$ cat src/rtl/smm_pkg.sv
// shared types, constants and functions of the scaled matrix multiplier
package smm_pkg;

    localparam int MAX_DIM_DEF     = 8;
    localparam int MODEL_WIDTH_DEF = 6;
    localparam int FRAC_BITS       = 6;
    localparam int ELEM_W          = 8;
    localparam int IDX_W           = 3;
    localparam int DIM_W           = 4;
    localparam int MAG_W           = ELEM_W + FRAC_BITS;
    localparam int QUEUE_DEPTH     = 2;
    localparam int PADDR_W         = 5;
    localparam int PDATA_W         = 32;

    localparam logic [1:0] REQ_LOAD_A = 2'd0;
    localparam logic [1:0] REQ_LOAD_B = 2'd1;
    localparam logic [1:0] REQ_START  = 2'd2;

    localparam logic [2:0] REG_ROWS_M    = 3'd0;
    localparam logic [2:0] REG_INNER_N   = 3'd1;
    localparam logic [2:0] REG_COLS_K    = 3'd2;
    localparam logic [2:0] REG_TRANSPOSE = 3'd3;
    localparam logic [2:0] REG_SCALE     = 3'd4;

    localparam logic [DIM_W-1:0] RESET_ROWS_M  = 4'd6;
    localparam logic [DIM_W-1:0] RESET_INNER_N = 4'd6;
    localparam logic [DIM_W-1:0] RESET_COLS_K  = 4'd4;

    typedef struct packed {
        logic [DIM_W-1:0] rows_m;
        logic [DIM_W-1:0] inner_n;
        logic [DIM_W-1:0] cols_k;
        logic             transpose_b;
        logic             scale_by_root_dmodel;
    } t_cfg;

    typedef struct packed {
        logic [1:0]        kind;
        logic [IDX_W-1:0]  row;
        logic [IDX_W-1:0]  col;
        logic [ELEM_W-1:0] value;
    } t_cmd;

    // 64 * sqrt(width), rounded to nearest
    function automatic int root_scale(input int width);
        int x;
        int r;
        x = width * 4096;
        r = 0;
        while ((r + 1) * (r + 1) <= x) r++;
        if (x - r * r > r) r++;
        if (r == 0) r = 1;
        return r;
    endfunction

endpackage

$ cat src/rtl/smm_ram.sv
// generic single-write, single-read ram with registered read data
module smm_ram #(
    parameter int WIDTH = 8,
    parameter int DEPTH = 64
) (
    input  logic                     i_clk,
    input  logic                     i_we,
    input  logic [$clog2(DEPTH)-1:0] i_waddr,
    input  logic [WIDTH-1:0]         i_wdata,
    input  logic [$clog2(DEPTH)-1:0] i_raddr,
    output logic [WIDTH-1:0]         o_rdata
);

    logic [WIDTH-1:0] r_mem [DEPTH];
    logic [WIDTH-1:0] r_rdata;

    always_ff @(posedge i_clk) begin
        if (i_we) begin
            r_mem[i_waddr] <= i_wdata;
        end
        r_rdata <= r_mem[i_raddr];
    end

    assign o_rdata = r_rdata;

endmodule

$ cat src/rtl/smm_div.sv
// floor division of a scaled sum by a fixed divisor through reciprocal multiplication
module smm_div #(
    parameter int DIVISOR = smm_pkg::root_scale(smm_pkg::MODEL_WIDTH_DEF)
) (
    input  logic                      i_clk,
    input  logic                      i_rst_n,
    input  logic                      i_start,
    input  logic [smm_pkg::ELEM_W-1:0] i_sum,
    output logic                      o_done,
    output logic [smm_pkg::ELEM_W-1:0] o_quot
);

    localparam int EW    = smm_pkg::ELEM_W;
    localparam int NumW  = smm_pkg::MAG_W + 1;
    localparam int Sh    = NumW + $clog2(DIVISOR);
    localparam int RecW  = NumW + 2;
    localparam int ProdW = NumW + RecW;
    localparam logic [RecW-1:0] Recip =
        RecW'(((longint'(1) << Sh) + longint'(DIVISOR) - 1) / longint'(DIVISOR));

    logic             r_done;
    logic [EW-1:0]    r_quot;

    logic             neg;
    logic [EW-1:0]    mag;
    logic [NumW-1:0]  num;
    logic [ProdW-1:0] prod;
    logic [EW-1:0]    q;

    assign neg  = i_sum[EW-1];
    assign mag  = neg ? (~i_sum + 1'b1) : i_sum;
    // floor for negative sums: bias the magnitude by divisor - 1
    assign num  = {1'b0, mag, {smm_pkg::FRAC_BITS{1'b0}}}
                + (neg ? NumW'(DIVISOR - 1) : '0);
    assign prod = ProdW'(num) * ProdW'(Recip);
    assign q    = prod[Sh +: EW];

    always_ff @(posedge i_clk) begin
        if (!i_rst_n) begin
            r_done <= 1'b0;
        end else begin
            r_done <= i_start;
        end
    end

    always_ff @(posedge i_clk) begin
        if (i_start) begin
            r_quot <= neg ? (~q + 1'b1) : q;
        end
    end

    assign o_quot = r_quot;
    assign o_done = r_done;

endmodule

$ cat src/rtl/smm_front.sv
// input side: accepts beats, drops ignored requests, queues commands
module smm_front #(
    parameter int MAX_DIM = smm_pkg::MAX_DIM_DEF
) (
    input  logic                          i_clk,
    input  logic                          i_rst_n,
    input  logic                          i_in_valid,
    output logic                          o_in_ready,
    input  logic [1:0]                    i_req_type,
    input  logic [smm_pkg::IDX_W-1:0]     i_row_index,
    input  logic [smm_pkg::IDX_W-1:0]     i_col_index,
    input  logic [smm_pkg::ELEM_W-1:0]    i_element_value,
    output smm_pkg::t_cmd                 o_cmd,
    output logic                          o_cmd_valid,
    input  logic                          i_cmd_pop
);

    localparam int Depth = smm_pkg::QUEUE_DEPTH;
    localparam int PtrW  = $clog2(Depth);
    localparam int CntW  = $clog2(Depth + 1);

    smm_pkg::t_cmd   r_q [Depth];
    logic [PtrW-1:0] r_wr_ptr;
    logic [PtrW-1:0] r_rd_ptr;
    logic [CntW-1:0] r_count;

    logic in_range;
    logic keep;
    logic push;
    logic pop;

    assign in_range = ({1'b0, i_row_index} < (smm_pkg::IDX_W + 1)'(MAX_DIM))
                   && ({1'b0, i_col_index} < (smm_pkg::IDX_W + 1)'(MAX_DIM));
    assign keep = (i_req_type == smm_pkg::REQ_START)
               || (((i_req_type == smm_pkg::REQ_LOAD_A)
                 || (i_req_type == smm_pkg::REQ_LOAD_B)) && in_range);

    assign o_in_ready  = (r_count != CntW'(Depth));
    assign o_cmd_valid = (r_count != '0);
    assign o_cmd       = r_q[r_rd_ptr];
    assign push        = i_in_valid && o_in_ready && keep;
    assign pop         = i_cmd_pop && o_cmd_valid;

    always_ff @(posedge i_clk) begin
        if (!i_rst_n) begin
            r_wr_ptr <= '0;
            r_rd_ptr <= '0;
            r_count  <= '0;
        end else begin
            if (push) begin
                r_wr_ptr <= r_wr_ptr + 1'b1;
            end
            if (pop) begin
                r_rd_ptr <= r_rd_ptr + 1'b1;
            end
            if (push && !pop) begin
                r_count <= r_count + 1'b1;
            end else if (pop && !push) begin
                r_count <= r_count - 1'b1;
            end
        end
    end

    always_ff @(posedge i_clk) begin
        if (push) begin
            r_q[r_wr_ptr] <= '{kind: i_req_type, row: i_row_index,
                               col: i_col_index, value: i_element_value};
        end
    end

endmodule

$ cat src/rtl/smm_back.sv
// execution side: matrix stores, multiply-accumulate sequencer, scaling, result register
module smm_back #(
    parameter int MAX_DIM = smm_pkg::MAX_DIM_DEF,
    parameter int DIVISOR = smm_pkg::root_scale(smm_pkg::MODEL_WIDTH_DEF)
) (
    input  logic                          i_clk,
    input  logic                          i_rst_n,
    input  smm_pkg::t_cfg                 i_cfg,
    input  smm_pkg::t_cmd                 i_cmd,
    input  logic                          i_cmd_valid,
    output logic                          o_cmd_pop,
    output logic                          o_out_valid,
    input  logic                          i_out_ready,
    output logic [smm_pkg::IDX_W-1:0]     o_out_row,
    output logic [smm_pkg::IDX_W-1:0]     o_out_col,
    output logic [smm_pkg::ELEM_W-1:0]    o_out_value,
    output logic                          o_last
);

    localparam int AddrW = $clog2(MAX_DIM * MAX_DIM);
    localparam int DW    = smm_pkg::DIM_W;
    localparam int IW    = smm_pkg::IDX_W;
    localparam int EW    = smm_pkg::ELEM_W;
    localparam int FB    = smm_pkg::FRAC_BITS;

    localparam logic [2:0] S_IDLE  = 3'd0;
    localparam logic [2:0] S_RUN   = 3'd1;
    localparam logic [2:0] S_DRAIN = 3'd2;
    localparam logic [2:0] S_DIV   = 3'd3;
    localparam logic [2:0] S_PUT   = 3'd4;

    function automatic logic [DW-1:0] clamp_dim(input logic [DW-1:0] v);
        return (v > DW'(MAX_DIM)) ? DW'(MAX_DIM) : v;
    endfunction

    function automatic logic [AddrW-1:0] elem_addr(input logic [IW-1:0] r,
                                                   input logic [IW-1:0] c);
        return AddrW'(int'(r) * MAX_DIM + int'(c));
    endfunction

    logic [2:0]              r_state;
    logic [2:0]              n_state;
    logic [DW-1:0]           r_m;
    logic [DW-1:0]           r_n;
    logic [DW-1:0]           r_k;
    logic                    r_tr;
    logic                    r_sc;
    logic [IW-1:0]           r_i;
    logic [IW-1:0]           r_j;
    logic [IW-1:0]           r_t;
    logic                    r_v1;
    logic                    r_v2;
    logic signed [2*EW-1:0]  r_prod;
    logic [EW-1:0]           r_acc;
    logic                    r_out_valid;
    logic [IW-1:0]           r_out_row;
    logic [IW-1:0]           r_out_col;
    logic [EW-1:0]           r_out_value;
    logic                    r_out_last;

    logic [DW-1:0]    m_c;
    logic [DW-1:0]    n_c;
    logic [DW-1:0]    k_c;
    logic             start_go;
    logic             t_last;
    logic             elem_last;
    logic             pipe_empty;
    logic             out_free;
    logic             a_we;
    logic             b_we;
    logic [AddrW-1:0] waddr;
    logic [AddrW-1:0] a_raddr;
    logic [AddrW-1:0] b_raddr;
    logic [EW-1:0]    a_rdata;
    logic [EW-1:0]    b_rdata;
    logic             div_start;
    logic             div_done;
    logic [EW-1:0]    div_quot;

    assign m_c        = clamp_dim(i_cfg.rows_m);
    assign n_c        = clamp_dim(i_cfg.inner_n);
    assign k_c        = clamp_dim(i_cfg.cols_k);
    assign o_cmd_pop  = (r_state == S_IDLE) && i_cmd_valid;
    assign start_go   = o_cmd_pop && (i_cmd.kind == smm_pkg::REQ_START)
                     && (m_c != '0) && (k_c != '0);
    assign t_last     = ({1'b0, r_t} + DW'(1)) == r_n;
    assign elem_last  = (({1'b0, r_i} + DW'(1)) == r_m) && (({1'b0, r_j} + DW'(1)) == r_k);
    assign pipe_empty = !r_v1 && !r_v2;
    assign out_free   = !r_out_valid || i_out_ready;
    assign div_start  = (r_state == S_DRAIN) && pipe_empty && r_sc;

    assign a_we    = o_cmd_pop && (i_cmd.kind == smm_pkg::REQ_LOAD_A);
    assign b_we    = o_cmd_pop && (i_cmd.kind == smm_pkg::REQ_LOAD_B);
    assign waddr   = elem_addr(i_cmd.row, i_cmd.col);
    assign a_raddr = elem_addr(r_i, r_t);
    assign b_raddr = r_tr ? elem_addr(r_j, r_t) : elem_addr(r_t, r_j);

    smm_ram #(.WIDTH(EW), .DEPTH(MAX_DIM * MAX_DIM)) u_ram_a (
        .i_clk   (i_clk),
        .i_we    (a_we),
        .i_waddr (waddr),
        .i_wdata (i_cmd.value),
        .i_raddr (a_raddr),
        .o_rdata (a_rdata)
    );

    smm_ram #(.WIDTH(EW), .DEPTH(MAX_DIM * MAX_DIM)) u_ram_b (
        .i_clk   (i_clk),
        .i_we    (b_we),
        .i_waddr (waddr),
        .i_wdata (i_cmd.value),
        .i_raddr (b_raddr),
        .o_rdata (b_rdata)
    );

    smm_div #(.DIVISOR(DIVISOR)) u_div (
        .i_clk   (i_clk),
        .i_rst_n (i_rst_n),
        .i_start (div_start),
        .i_sum   (r_acc),
        .o_done  (div_done),
        .o_quot  (div_quot)
    );

    always_comb begin
        n_state = r_state;
        unique case (r_state)
            S_IDLE: begin
                if (start_go) begin
                    n_state = (n_c == '0) ? S_DRAIN : S_RUN;
                end
            end
            S_RUN: begin
                if (t_last) begin
                    n_state = S_DRAIN;
                end
            end
            S_DRAIN: begin
                if (pipe_empty) begin
                    n_state = r_sc ? S_DIV : S_PUT;
                end
            end
            S_DIV: begin
                if (div_done) begin
                    n_state = S_PUT;
                end
            end
            S_PUT: begin
                if (out_free) begin
                    n_state = elem_last ? S_IDLE : ((r_n == '0) ? S_DRAIN : S_RUN);
                end
            end
            default: n_state = S_IDLE;
        endcase
    end

    always_ff @(posedge i_clk) begin
        if (!i_rst_n) begin
            r_state     <= S_IDLE;
            r_v1        <= 1'b0;
            r_v2        <= 1'b0;
            r_out_valid <= 1'b0;
        end else begin
            r_state <= n_state;
            r_v1    <= (r_state == S_RUN);
            r_v2    <= r_v1;
            if ((r_state == S_PUT) && out_free) begin
                r_out_valid <= 1'b1;
            end else if (i_out_ready) begin
                r_out_valid <= 1'b0;
            end
        end
    end

    always_ff @(posedge i_clk) begin
        r_prod <= $signed(a_rdata) * $signed(b_rdata);
        if (start_go) begin
            r_m   <= m_c;
            r_n   <= n_c;
            r_k   <= k_c;
            r_tr  <= i_cfg.transpose_b;
            r_sc  <= i_cfg.scale_by_root_dmodel;
            r_i   <= '0;
            r_j   <= '0;
            r_t   <= '0;
            r_acc <= '0;
        end else if ((r_state == S_PUT) && out_free) begin
            r_out_row   <= r_i;
            r_out_col   <= r_j;
            r_out_value <= r_sc ? div_quot : r_acc;
            r_out_last  <= elem_last;
            r_acc       <= '0;
            r_t         <= '0;
            if (({1'b0, r_j} + DW'(1)) == r_k) begin
                r_j <= '0;
                r_i <= r_i + 1'b1;
            end else begin
                r_j <= r_j + 1'b1;
            end
        end else begin
            if (r_state == S_RUN) begin
                r_t <= t_last ? '0 : r_t + 1'b1;
            end
            // floor shift of the 12-fraction-bit product, wrapped to 8 bits
            if (r_v2) begin
                r_acc <= r_acc + r_prod[FB+EW-1:FB];
            end
        end
    end

    assign o_out_valid = r_out_valid;
    assign o_out_row   = r_out_row;
    assign o_out_col   = r_out_col;
    assign o_out_value = r_out_value;
    assign o_last      = r_out_last;

`ifndef SYNTH
    a_put_pipe_empty: assert property (@(posedge i_clk) disable iff (!i_rst_n)
        (r_state == S_PUT) |-> pipe_empty)
        else $error("result taken with products still in flight");

    a_run_t_in_range: assert property (@(posedge i_clk) disable iff (!i_rst_n)
        (r_state == S_RUN) |-> ({1'b0, r_t} < r_n))
        else $error("inner index beyond inner size");

    a_div_done_in_div: assert property (@(posedge i_clk) disable iff (!i_rst_n)
        div_done |-> (r_state == S_DIV))
        else $error("divider finished outside scaling state");

    a_out_hold: assert property (@(posedge i_clk) disable iff (!i_rst_n)
        (r_out_valid && !i_out_ready) |=>
            (r_out_valid && $stable({r_out_row, r_out_col, r_out_value, r_out_last})))
        else $error("result beat changed while waiting");
`endif

endmodule

$ cat src/rtl/scaled_matrix_multiplier.sv
// Top level of the scaled matrix multiplier: register file, front queue and execution engine.
// Load beats (A or B element) are taken one per cycle while the command queue has room;
// each is written to its store when the idle engine pops it. Loads with an index at or above
// MAX_DIM and request type 3 are accepted and dropped. A start beat runs C = A*B (or A*B
// transposed) with one shared 8x8 multiply-accumulate unit: each result element steps through
// the inner-sum loop, a drain of the store read and product registers, the reciprocal-multiply
// divider when scaling is on, and the output register; a run stalls while the output waits.
// Results leave in row-major order through an output register, the final one flagged by
// o_last. A two-entry command queue sits between input and engine, so new beats are taken
// while a result waits. Sizes above MAX_DIM are clamped; configuration may only be written
// while no run is in progress. Matrix entries must be loaded before they are used.
module scaled_matrix_multiplier #(
    parameter int MAX_DIM     = smm_pkg::MAX_DIM_DEF,
    parameter int MODEL_WIDTH = smm_pkg::MODEL_WIDTH_DEF
) (
    input  logic                           i_clk,
    input  logic                           i_rst_n,
    input  logic                           psel,
    input  logic                           penable,
    input  logic                           pwrite,
    input  logic [smm_pkg::PADDR_W-1:0]    paddr,
    input  logic [smm_pkg::PDATA_W-1:0]    pwdata,
    output logic [smm_pkg::PDATA_W-1:0]    prdata,
    output logic                           pready,
    input  logic                           i_in_valid,
    output logic                           o_in_ready,
    input  logic [1:0]                     i_req_type,
    input  logic [smm_pkg::IDX_W-1:0]      i_row_index,
    input  logic [smm_pkg::IDX_W-1:0]      i_col_index,
    input  logic signed [smm_pkg::ELEM_W-1:0] i_element_value,
    output logic                           o_out_valid,
    input  logic                           i_out_ready,
    output logic [smm_pkg::IDX_W-1:0]      o_out_row,
    output logic [smm_pkg::IDX_W-1:0]      o_out_col,
    output logic signed [smm_pkg::ELEM_W-1:0] o_out_value,
    output logic                           o_last
);

    localparam int Divisor = smm_pkg::root_scale(MODEL_WIDTH);
    localparam int DW      = smm_pkg::DIM_W;
    localparam int PW      = smm_pkg::PDATA_W;

    smm_pkg::t_cfg r_cfg;
    smm_pkg::t_cmd cmd;
    logic          cmd_valid;
    logic          cmd_pop;
    logic          wr_en;
    logic [2:0]    reg_idx;
    logic [smm_pkg::ELEM_W-1:0] out_value;

    assign pready  = 1'b1;
    assign reg_idx = paddr[4:2];
    assign wr_en   = psel && penable && pwrite && pready;

    always_ff @(posedge i_clk) begin
        if (!i_rst_n) begin
            r_cfg.rows_m               <= smm_pkg::RESET_ROWS_M;
            r_cfg.inner_n              <= smm_pkg::RESET_INNER_N;
            r_cfg.cols_k               <= smm_pkg::RESET_COLS_K;
            r_cfg.transpose_b          <= 1'b0;
            r_cfg.scale_by_root_dmodel <= 1'b0;
        end else if (wr_en) begin
            unique case (reg_idx)
                smm_pkg::REG_ROWS_M:    r_cfg.rows_m               <= pwdata[DW-1:0];
                smm_pkg::REG_INNER_N:   r_cfg.inner_n              <= pwdata[DW-1:0];
                smm_pkg::REG_COLS_K:    r_cfg.cols_k               <= pwdata[DW-1:0];
                smm_pkg::REG_TRANSPOSE: r_cfg.transpose_b          <= pwdata[0];
                smm_pkg::REG_SCALE:     r_cfg.scale_by_root_dmodel <= pwdata[0];
                default: ;
            endcase
        end
    end

    always_comb begin
        unique case (reg_idx)
            smm_pkg::REG_ROWS_M:    prdata = {{(PW-DW){1'b0}}, r_cfg.rows_m};
            smm_pkg::REG_INNER_N:   prdata = {{(PW-DW){1'b0}}, r_cfg.inner_n};
            smm_pkg::REG_COLS_K:    prdata = {{(PW-DW){1'b0}}, r_cfg.cols_k};
            smm_pkg::REG_TRANSPOSE: prdata = {{(PW-1){1'b0}}, r_cfg.transpose_b};
            smm_pkg::REG_SCALE:     prdata = {{(PW-1){1'b0}}, r_cfg.scale_by_root_dmodel};
            default:                prdata = '0;
        endcase
    end

    smm_front #(.MAX_DIM(MAX_DIM)) u_front (
        .i_clk           (i_clk),
        .i_rst_n         (i_rst_n),
        .i_in_valid      (i_in_valid),
        .o_in_ready      (o_in_ready),
        .i_req_type      (i_req_type),
        .i_row_index     (i_row_index),
        .i_col_index     (i_col_index),
        .i_element_value (i_element_value),
        .o_cmd           (cmd),
        .o_cmd_valid     (cmd_valid),
        .i_cmd_pop       (cmd_pop)
    );

    smm_back #(.MAX_DIM(MAX_DIM), .DIVISOR(Divisor)) u_back (
        .i_clk       (i_clk),
        .i_rst_n     (i_rst_n),
        .i_cfg       (r_cfg),
        .i_cmd       (cmd),
        .i_cmd_valid (cmd_valid),
        .o_cmd_pop   (cmd_pop),
        .o_out_valid (o_out_valid),
        .i_out_ready (i_out_ready),
        .o_out_row   (o_out_row),
        .o_out_col   (o_out_col),
        .o_out_value (out_value),
        .o_last      (o_last)
    );

    assign o_out_value = $signed(out_value);

endmodule

$ cat config.mk
export PLATFORM = sky130hd
export DESIGN_NAME = scaled_matrix_multiplier
export DESIGN_NICKNAME = d
export VERILOG_FILES = /design/src/rtl/smm_pkg.sv /design/src/rtl/smm_ram.sv /design/src/rtl/smm_div.sv /design/src/rtl/smm_front.sv /design/src/rtl/smm_back.sv /design/src/rtl/scaled_matrix_multiplier.sv
export SDC_FILE = /design/constraint.sdc
export NUM_CORES = 2
export LEC_CHECK = 0
export ABC_CLOCK_PERIOD_IN_PS = 7400
export BUFFER_PORTS_ARGS = -buffer_cell sky130_fd_sc_hd__buf_2
export CORE_MARGIN = 8
export CORE_UTILIZATION = 25
export CTS_BUF_LIST = sky130_fd_sc_hd__clkbuf_8
export CTS_CLUSTER_SIZE = 25
export DETAILED_ROUTE_END_ITERATION = 12
export PLACE_DENSITY_LB_ADDON = 0.3
export SYNTH_ARGS = -nofsm -noshare
export SYNTH_HDL_FRONTEND = slang
export SYNTH_SLANG_ARGS = --single-unit
$ cat constraint.sdc
create_clock -name i_clk -period 7.4 [get_ports i_clk]
set_input_delay 1.85 -clock i_clk [delete_from_list [all_inputs] [get_ports i_clk]]
set_output_delay 1.85 -clock i_clk [all_outputs]
set_load 0.005 [all_outputs]
# Word level (Yosys, flattened, before mapping)

Memory sizes are Yosys's and may differ from the RTL's. A register that Yosys moved wholly into a read port is not among the register bits.
Index checks and enable logic that the tools add are counted.

Add/sub/neg operators: 18
Multipliers: 2
$lt $le $gt $ge: 3
Equal/unequal tests: 21
Mux-type cells: 33
Bitwise logic cells: 3
Reductions and logical operators: 46

Operator list:

| cell                     | number |
|---|---|
| $mux W8                  | 4 |
| $mul A15 B16 Y31 const B | 1 |
| $mux W3                  | 9 |
| $add A6 B3 Y6            | 4 |
| $pmux W4 S5              | 1 |
| $logic_and A1 B1 Y1      | 18 |
| $add A8 B1 Y8 const B    | 2 |
| $not A8 Y8               | 2 |
| $add A14 B8 Y15          | 1 |
| $pmux W3 S5              | 1 |
| $mul A8 B8 Y14           | 1 |
| $reduce_and A2 Y1        | 7 |
| $add A3 B1 Y4 const B    | 3 |
| $eq A3 B2 Y1 const B     | 4 |
| $eq A4 B4 Y1             | 3 |
| $gt A4 B4 Y1 const B     | 3 |
| $mux W4                  | 3 |
| $mux W1                  | 10 |
| $add A3 B1 Y3 const B    | 3 |
| $add A8 B8 Y8            | 1 |
| $logic_not A4 Y1         | 2 |
| $mux W2                  | 4 |
| $ne A2 B1 Y1 const B     | 4 |
| $reduce_bool A4 Y1       | 2 |
| other kinds (17)         | 33 |

Register bits after elaboration: 93
RAM bits: 1056
Bits of input ports: 60
Output and inout port bits: 50
Memories kept: 3

Memories:

| name                 | depth | width | read ports | clocked after Yosys merged registers in | wr ports | line            | source |
|---|---|---|---|---|---|---|---|
| u_back.u_ram_a.r_mem | 64    | 8     | 1          | 1                                       | 1        | smm_ram.sv:14   | `logic [WIDTH-1:0] r_mem [DEPTH];` |
| u_back.u_ram_b.r_mem | 64    | 8     | 1          | 1                                       | 1        | smm_ram.sv:14   |  |
| u_front.r_q          | 2     | 16    | 1          | 1                                       | 1        | smm_front.sv:22 | `smm_pkg::t_cmd r_q [Depth];` |

# Depth between registers and ports, before layout

Depth in word-level cells: 8
Gate-level depth with buffers: 31
Gate-level depth less buffers: 31

# Modules after synthesis

Synthesis repeated with hierarchy kept, for this count alone.

Cell total of the unflattened synthesis: 2966
Area, all modules: 51491.9 µm²

Modules (own cells, without submodules):

| module                   | times used | cells each | area an instance (µm²) |
|---|---|---|---|
| smm_ram                  | 2          | 940        | 20166.8 |
| smm_back                 | 1          | 478        | 4847.1 |
| smm_div                  | 1          | 421        | 3956.3 |
| smm_front                | 1          | 75         | 1387.6 |
| scaled_matrix_multiplier | 1          | 112        | 967.2 |

# Worst setup path before layout

OpenSTA, ideal clock, no wires.

Path kind: reg2reg
Start: register u_back.r_acc[7]
End: register u_back.u_div.r_quot[7] (netlist: u_back.u_div.o_quot[7]) (data pin)
Library setup time: 264 ps
Arrival: 6735 ps
Required time: 7136 ps
Path slack: 401 ps
Cell stages (with the launch flop): 25
Buffers on the path: 2
Cell sequence: dfxtp_1 -> buf_2 -> buf_1 -> o21ai_0 -> ha_1 -> ha_1 -> inv_1 -> o21ai_0 -> o21ai_0 -> xor2_1 -> ha_1 -> fa_1 -> fa_1 -> fa_1 -> fa_1 -> ha_1 -> ha_1 -> a21oi_1 -> o211ai_1 -> a22o_1 -> a211o_1 -> a31o_1 -> a211oi_1 -> o31ai_1 -> xnor2_1

Longest elaborated chain between the ends: 8

RTL lines:

| element                  | line            | source |
|---|---|---|
| start: declaration       | smm_back.sv:54  | `logic [EW-1:0] r_acc;` |
| start signal: assignment | smm_back.sv:206 | `r_acc <= r_acc + r_prod[FB+EW-1:FB];` |
| $not A8 Y8               | smm_div.sv:31   | `assign mag = neg ? (~i_sum + 1'b1) : i_sum;` |
| $add A8 B1 Y8            | smm_div.sv:31   |  |
| $mux W8                  | smm_div.sv:31   |  |
| $add A14 B8 Y15          | smm_div.sv:34   | `+ (neg ? NumW'(DIVISOR - 1) : '0);` |
| $mul A15 B16 Y31         | smm_div.sv:35   | `assign prod = ProdW'(num) * ProdW'(Recip);` |
| $not A8 Y8               | smm_div.sv:48   | `r_quot <= neg ? (~q + 1'b1) : q;` |
| $add A8 B1 Y8            | smm_div.sv:48   |  |
| $mux W8 *                | smm_div.sv:48   |  |
| end signal: assignment   | smm_div.sv:48   |  |
| end: declaration         | smm_div.sv:22   | `logic [EW-1:0] r_quot;` |

Every way passes the cells marked *; elsewhere a longest branch is shown, timed or not.
A chain may end at the register's enable or synchronous reset.

# Worst setup path in the final report

Start: register u_back.r_acc[0]
End: register u_back.u_div.r_quot[7] (netlist: u_back.u_div.o_quot[7]) (data pin)

Longest elaborated chain between the ends: 8

RTL lines:

| element            | line |
|---|---|
| $not A8 Y8         | smm_div.sv:31 |
| $add A8 B1 Y8      | smm_div.sv:31 |
| $mux W8 *          | smm_div.sv:31 |
| $add A14 B8 Y15 *  | smm_div.sv:34 |
| $mul A15 B16 Y31 * | smm_div.sv:35 |
| $not A8 Y8         | smm_div.sv:48 |
| $add A8 B1 Y8      | smm_div.sv:48 |
| $mux W8 *          | smm_div.sv:48 |

Marks and branches as above.

==> results.cfg <==
[die]
initial_core_util_pct = 25.17
die_area_um2 = 218400
die_x_um = 467.4
core_um2 = 202300
rows = 165
dieHeight_um = 467.4
num_io_pins = 110

[hold_path]
hold_class = reg -> reg
worstHoldStart = u_back.r_i[1]$_SDFFE_PP0P_
min_to = u_back.o_out_row[1]$_DFFE_PP_
holdPathStages = 0

[synthesis]
yosysWarnings = 0
synthCells = 2977
postSynthAreaPerCell_um2 = 17.11
synth-seq-cells = 1160
synthFlopType = edfxtp_1
synthArstFlopShare_pct = 0
yosysSeqAreaShare_pct = 67.08
synth_cell_types = 69
synth_edf_count = 1093
synthesis.area_um2 = 50930

[worst_setup_path]
slowest_stage = fa_1
critPathRequiredTime_ps = 8000
cpMostUsedCell = fa_1
reg2reg_to = u_back.u_div.o_quot[7]$_DFFE_PP_
critPathMaxFanout = 6
r2r-start = u_back.r_acc[0]$_SDFFE_PP0P_
reg2regPathDepth = 25
crit_family = adder cells
path_class = reg -> reg
crit_arrival_ps = 7560
crit_path_max_incr_delay_ps = 590
cp-start-kind = register
crit_buf_inv = 3
critical_path.endpoint_type = register
regToRegSetupSlack_ps = 440

[global_routing]
overflow = 0
grt_pass1_wl_um = 184000
grt_max_degree = 109
grt_pass1_vias = 27500
antenna_found_initial = 3
grtUsageTotal_pct = 11.22

[layout]
multi_input_area_um2 = 15580
fillers = 20170
syn2layout_area_growth_pct = 13.64
regArea_um2 = 34180
nets = 3452
drive_above_1_share_pct = 18.50

[drt]
drt_iter0_markers = 2059
drt_pass1_iterations = 8
viasPerCell = 4.410
highest_layer = met4
drt-total-wl_um = 124800
wl_met3_um = 7601
ant_nets = 0
wl_met1_um = 55390
wl_per_cell_um = 20.90
wl_met2_um = 58700
dr_total_vias = 26340
drc = 0

[timing]
fmaxAchievable_mhz = 143.8
grt_setup_unrepaired = no
post-route-period-util_pct = 93.99
fin_skew_ps = 79.60
fin_setup_tns_ps = 0
finalSetupViolCount = 0
slew_violations = 0
period_needed_ps = 6955
tightest_slew_ps = 1275
hold_viol = 0
max-slew-margin-rel_pct = 15.01
timing.final.ws_setup_ps = 444.7

[clock_tree]
clk_latency_ps = 910
clk_pin_slew_ps = 60
clockBufferDepth = 3
cts-root-buf = clkbuf_8
cts_max_level = 4
tritoncts = built
cts_buffers = 186
clkSinkCount = 1160
cts_hold_buf = 0

[place]
port_buffers = 50
place_ws_ps = 217.1
dp_hpwl_um = 78670
gp_congestion = 0.7782

[run]
cap_violations = 0

[power]
p_per_area_nw_per_um2 = 408.5
p_leak_uw = 0.01943
peakVddDrop_uv = 993.1

[run_status]
outcome = completed
## metal layers
layer	GRT usage, %	up-vias
met5	0	-
met4	3.585	0
met3	2.831	196
met2	18.07	702
met1	14.86	13580
li1	-	11860
## logic make-up after synthesis
| group | after synthesis | share of synthesized area, % |
|---|---|---|
| compound gates | 297 | 4.061 |
| buf+inv | 318 | 2.865 |
| mux | 361 | 12.84 |
| other cells | 2 | 0.01475 |
| fa+ha+maj | 241 | 7.262 |
| flops | 1160 | 67.08 |
| simple gates | 535 | 4.793 |
| xor+xnor | 63 | 1.083 |
## how the worst max path moves through the flow
stage	endpoint	start	cells after the start
floorplan	u_back.u_div.o_quot[7]$_DFFE_PP_	u_back.r_acc[7]$_SDFFE_PP0P_	24
global placement	u_back.u_div.o_quot[7]$_DFFE_PP_	u_back.r_acc[0]$_SDFFE_PP0P_	28
detailed placement	u_back.u_div.o_quot[7]$_DFFE_PP_	u_back.r_acc[0]$_SDFFE_PP0P_	28
CTS	u_back.u_div.o_quot[7]$_DFFE_PP_	u_back.r_acc[0]$_SDFFE_PP0P_	28
global route	u_back.u_div.o_quot[6]$_DFFE_PP_	u_back.r_acc[0]$_SDFFE_PP0P_	30
finish	u_back.u_div.o_quot[7]$_DFFE_PP_	u_back.r_acc[0]$_SDFFE_PP0P_	25
## through the flow
step           instance area, µm²  hold slack [ps]  power, µW  utilization [%]  std cells
3_5_place_dp                54370            435.2      18680            26.87       5634
4_1_cts                     57820            410.1      24020            28.58       5969
2_1_floorplan               51050            424.8      15830                -       3009
3_3_place_gp                54370            432.6      18640            26.87       5634
5_1_grt                     57880            419.3      25580            28.61       5971
6_report                    57880            415.0      23640            28.61       5972
## worst register-to-register path: stages, from the launching register on
cell	delay, ps
dfxtp_2	360
inv_1	70
ha_1	240
nor2b_2	180
xnor2_1	170
a22oi_2	90
o22ai_1	170
and3_1	200
xor2_1	320
inv_1	120
fa_1	470
fa_1	590
fa_1	450
fa_1	500
inv_1	50
fa_1	440
ha_1	290
ha_1	290
nand3_1	110
o211ai_1	130
a22o_2	280
a211o_4	380
a31o_1	280
a221oi_1	300
xnor2_1	170
xnor2_1	80
## Yosys cell counts, types with 4 or more instances
| cell type | number | area share (%) |
|---|---|---|
| buf_1 | 6 | 0.044 |
| nor2_1 | 196 | 1.4 |
| nand2_1 | 153 | 1.1 |
| a211o_1 | 7 | 0.12 |
| buf_6 | 9 | 0.20 |
| or3_1 | 4 | 0.049 |
| o21ai_0 | 24 | 0.24 |
| xor2_1 | 25 | 0.43 |
| fa_1 | 91 | 3.6 |
| mux4_2 | 232 | 10 |
| clkbuf_1 | 63 | 0.46 |
| xnor2_1 | 38 | 0.65 |
| and2_1 | 75 | 0.92 |
| a21o_1 | 5 | 0.074 |
| nor3_1 | 11 | 0.11 |
| dfxtp_1 | 67 | 2.6 |
| a31oi_1 | 18 | 0.22 |
| and3_1 | 5 | 0.061 |
| o22ai_1 | 26 | 0.32 |
| a311oi_1 | 17 | 0.29 |
| a211oi_1 | 52 | 0.77 |
| ha_1 | 150 | 3.7 |
| o32ai_1 | 8 | 0.14 |
| o221ai_1 | 34 | 0.58 |
| inv_1 | 161 | 1.2 |
| buf_2 | 35 | 0.34 |
| nand2b_1 | 16 | 0.20 |
| edfxtp_1 | 1093 | 64 |
| o31ai_1 | 4 | 0.059 |
| buf_4 | 41 | 0.60 |
| a21oi_1 | 69 | 0.68 |
| nand3_1 | 37 | 0.36 |
| mux2_2 | 16 | 0.35 |
| o21bai_1 | 6 | 0.088 |
| nor2b_1 | 22 | 0.27 |
| mux2i_1 | 112 | 2.2 |
## repair_timing
item                                    in CTS  in global routing
buffers inserted                             0                  1
gates resized for setup                      0                 13
endpoints found under the setup margin       0                  6
## cells in the final DEF (no fill, tap or decap), types with 6 or more instances in the layout
master / instances
edfxtp_1: 1093
inv_1: 235
mux4_2: 232
nor2_1: 195
clkbuf_8: 189
nand2_1: 153
ha_1: 148
mux2i_1: 108
fa_1: 91
and2_1: 75
a21oi_1: 69
dfxtp_1: 61
buf_4: 56
a211oi_1: 51
buf_2: 50
clkinv_1: 42
xnor2_1: 38
nand3_1: 37
o221ai_1: 34
conb_1: 34
o22ai_1: 26
xor2_1: 25
o21ai_0: 22
nor2b_1: 20
a31oi_1: 18
a311oi_1: 17
nand2b_1: 16
nor3_1: 11
clkinv_2: 11
mux2_4: 8
mux2_2: 8
o32ai_1: 8
o21bai_1: 6
a211o_1: 6
## registers in the layout (all words and copies together) (netlist names), 2 cells and up, named ones only
signal                  count
u_back.o_out_row            3
u_back.u_ram_b.o_rdata      8
u_back.r_n                  4
u_back.r_k                  4
u_back.r_acc                8
u_back.u_ram_a.r_mem      512
u_back.r_j                  3
u_front.r_count             2
u_back.r_t                  3
u_back.o_out_col            3
u_back.r_m                  4
u_back.u_ram_b.r_mem      512
u_back.r_i                  3
r_cfg                      14
u_back.u_div.o_quot         8
u_back.o_out_value          8
u_back.u_ram_a.o_rdata      8
u_front.r_q                32
u_back.r_state              3
u_back.r_prod               8
## where the power goes
part	switching, µW	internal [µW]	total [µW]
sequential	297	7950	8250
combinational	5840	4360	10200
clock	2630	2580	5200
total	8760	14900	23600
## cell type report
class | instances | share of cell area (%)
sequential | 1160 | 59.05
multi-input combinational | 1531 | 26.92
tap | 2672 | 5.776
clock buffer | 189 | 4.494
clock inverter | 146 | 1.464
timing repair buffer | 108 | 1.228
inverter | 164 | 1.064
antenna | 2 | 0.008647
Power figures use the tool's default switching activity.
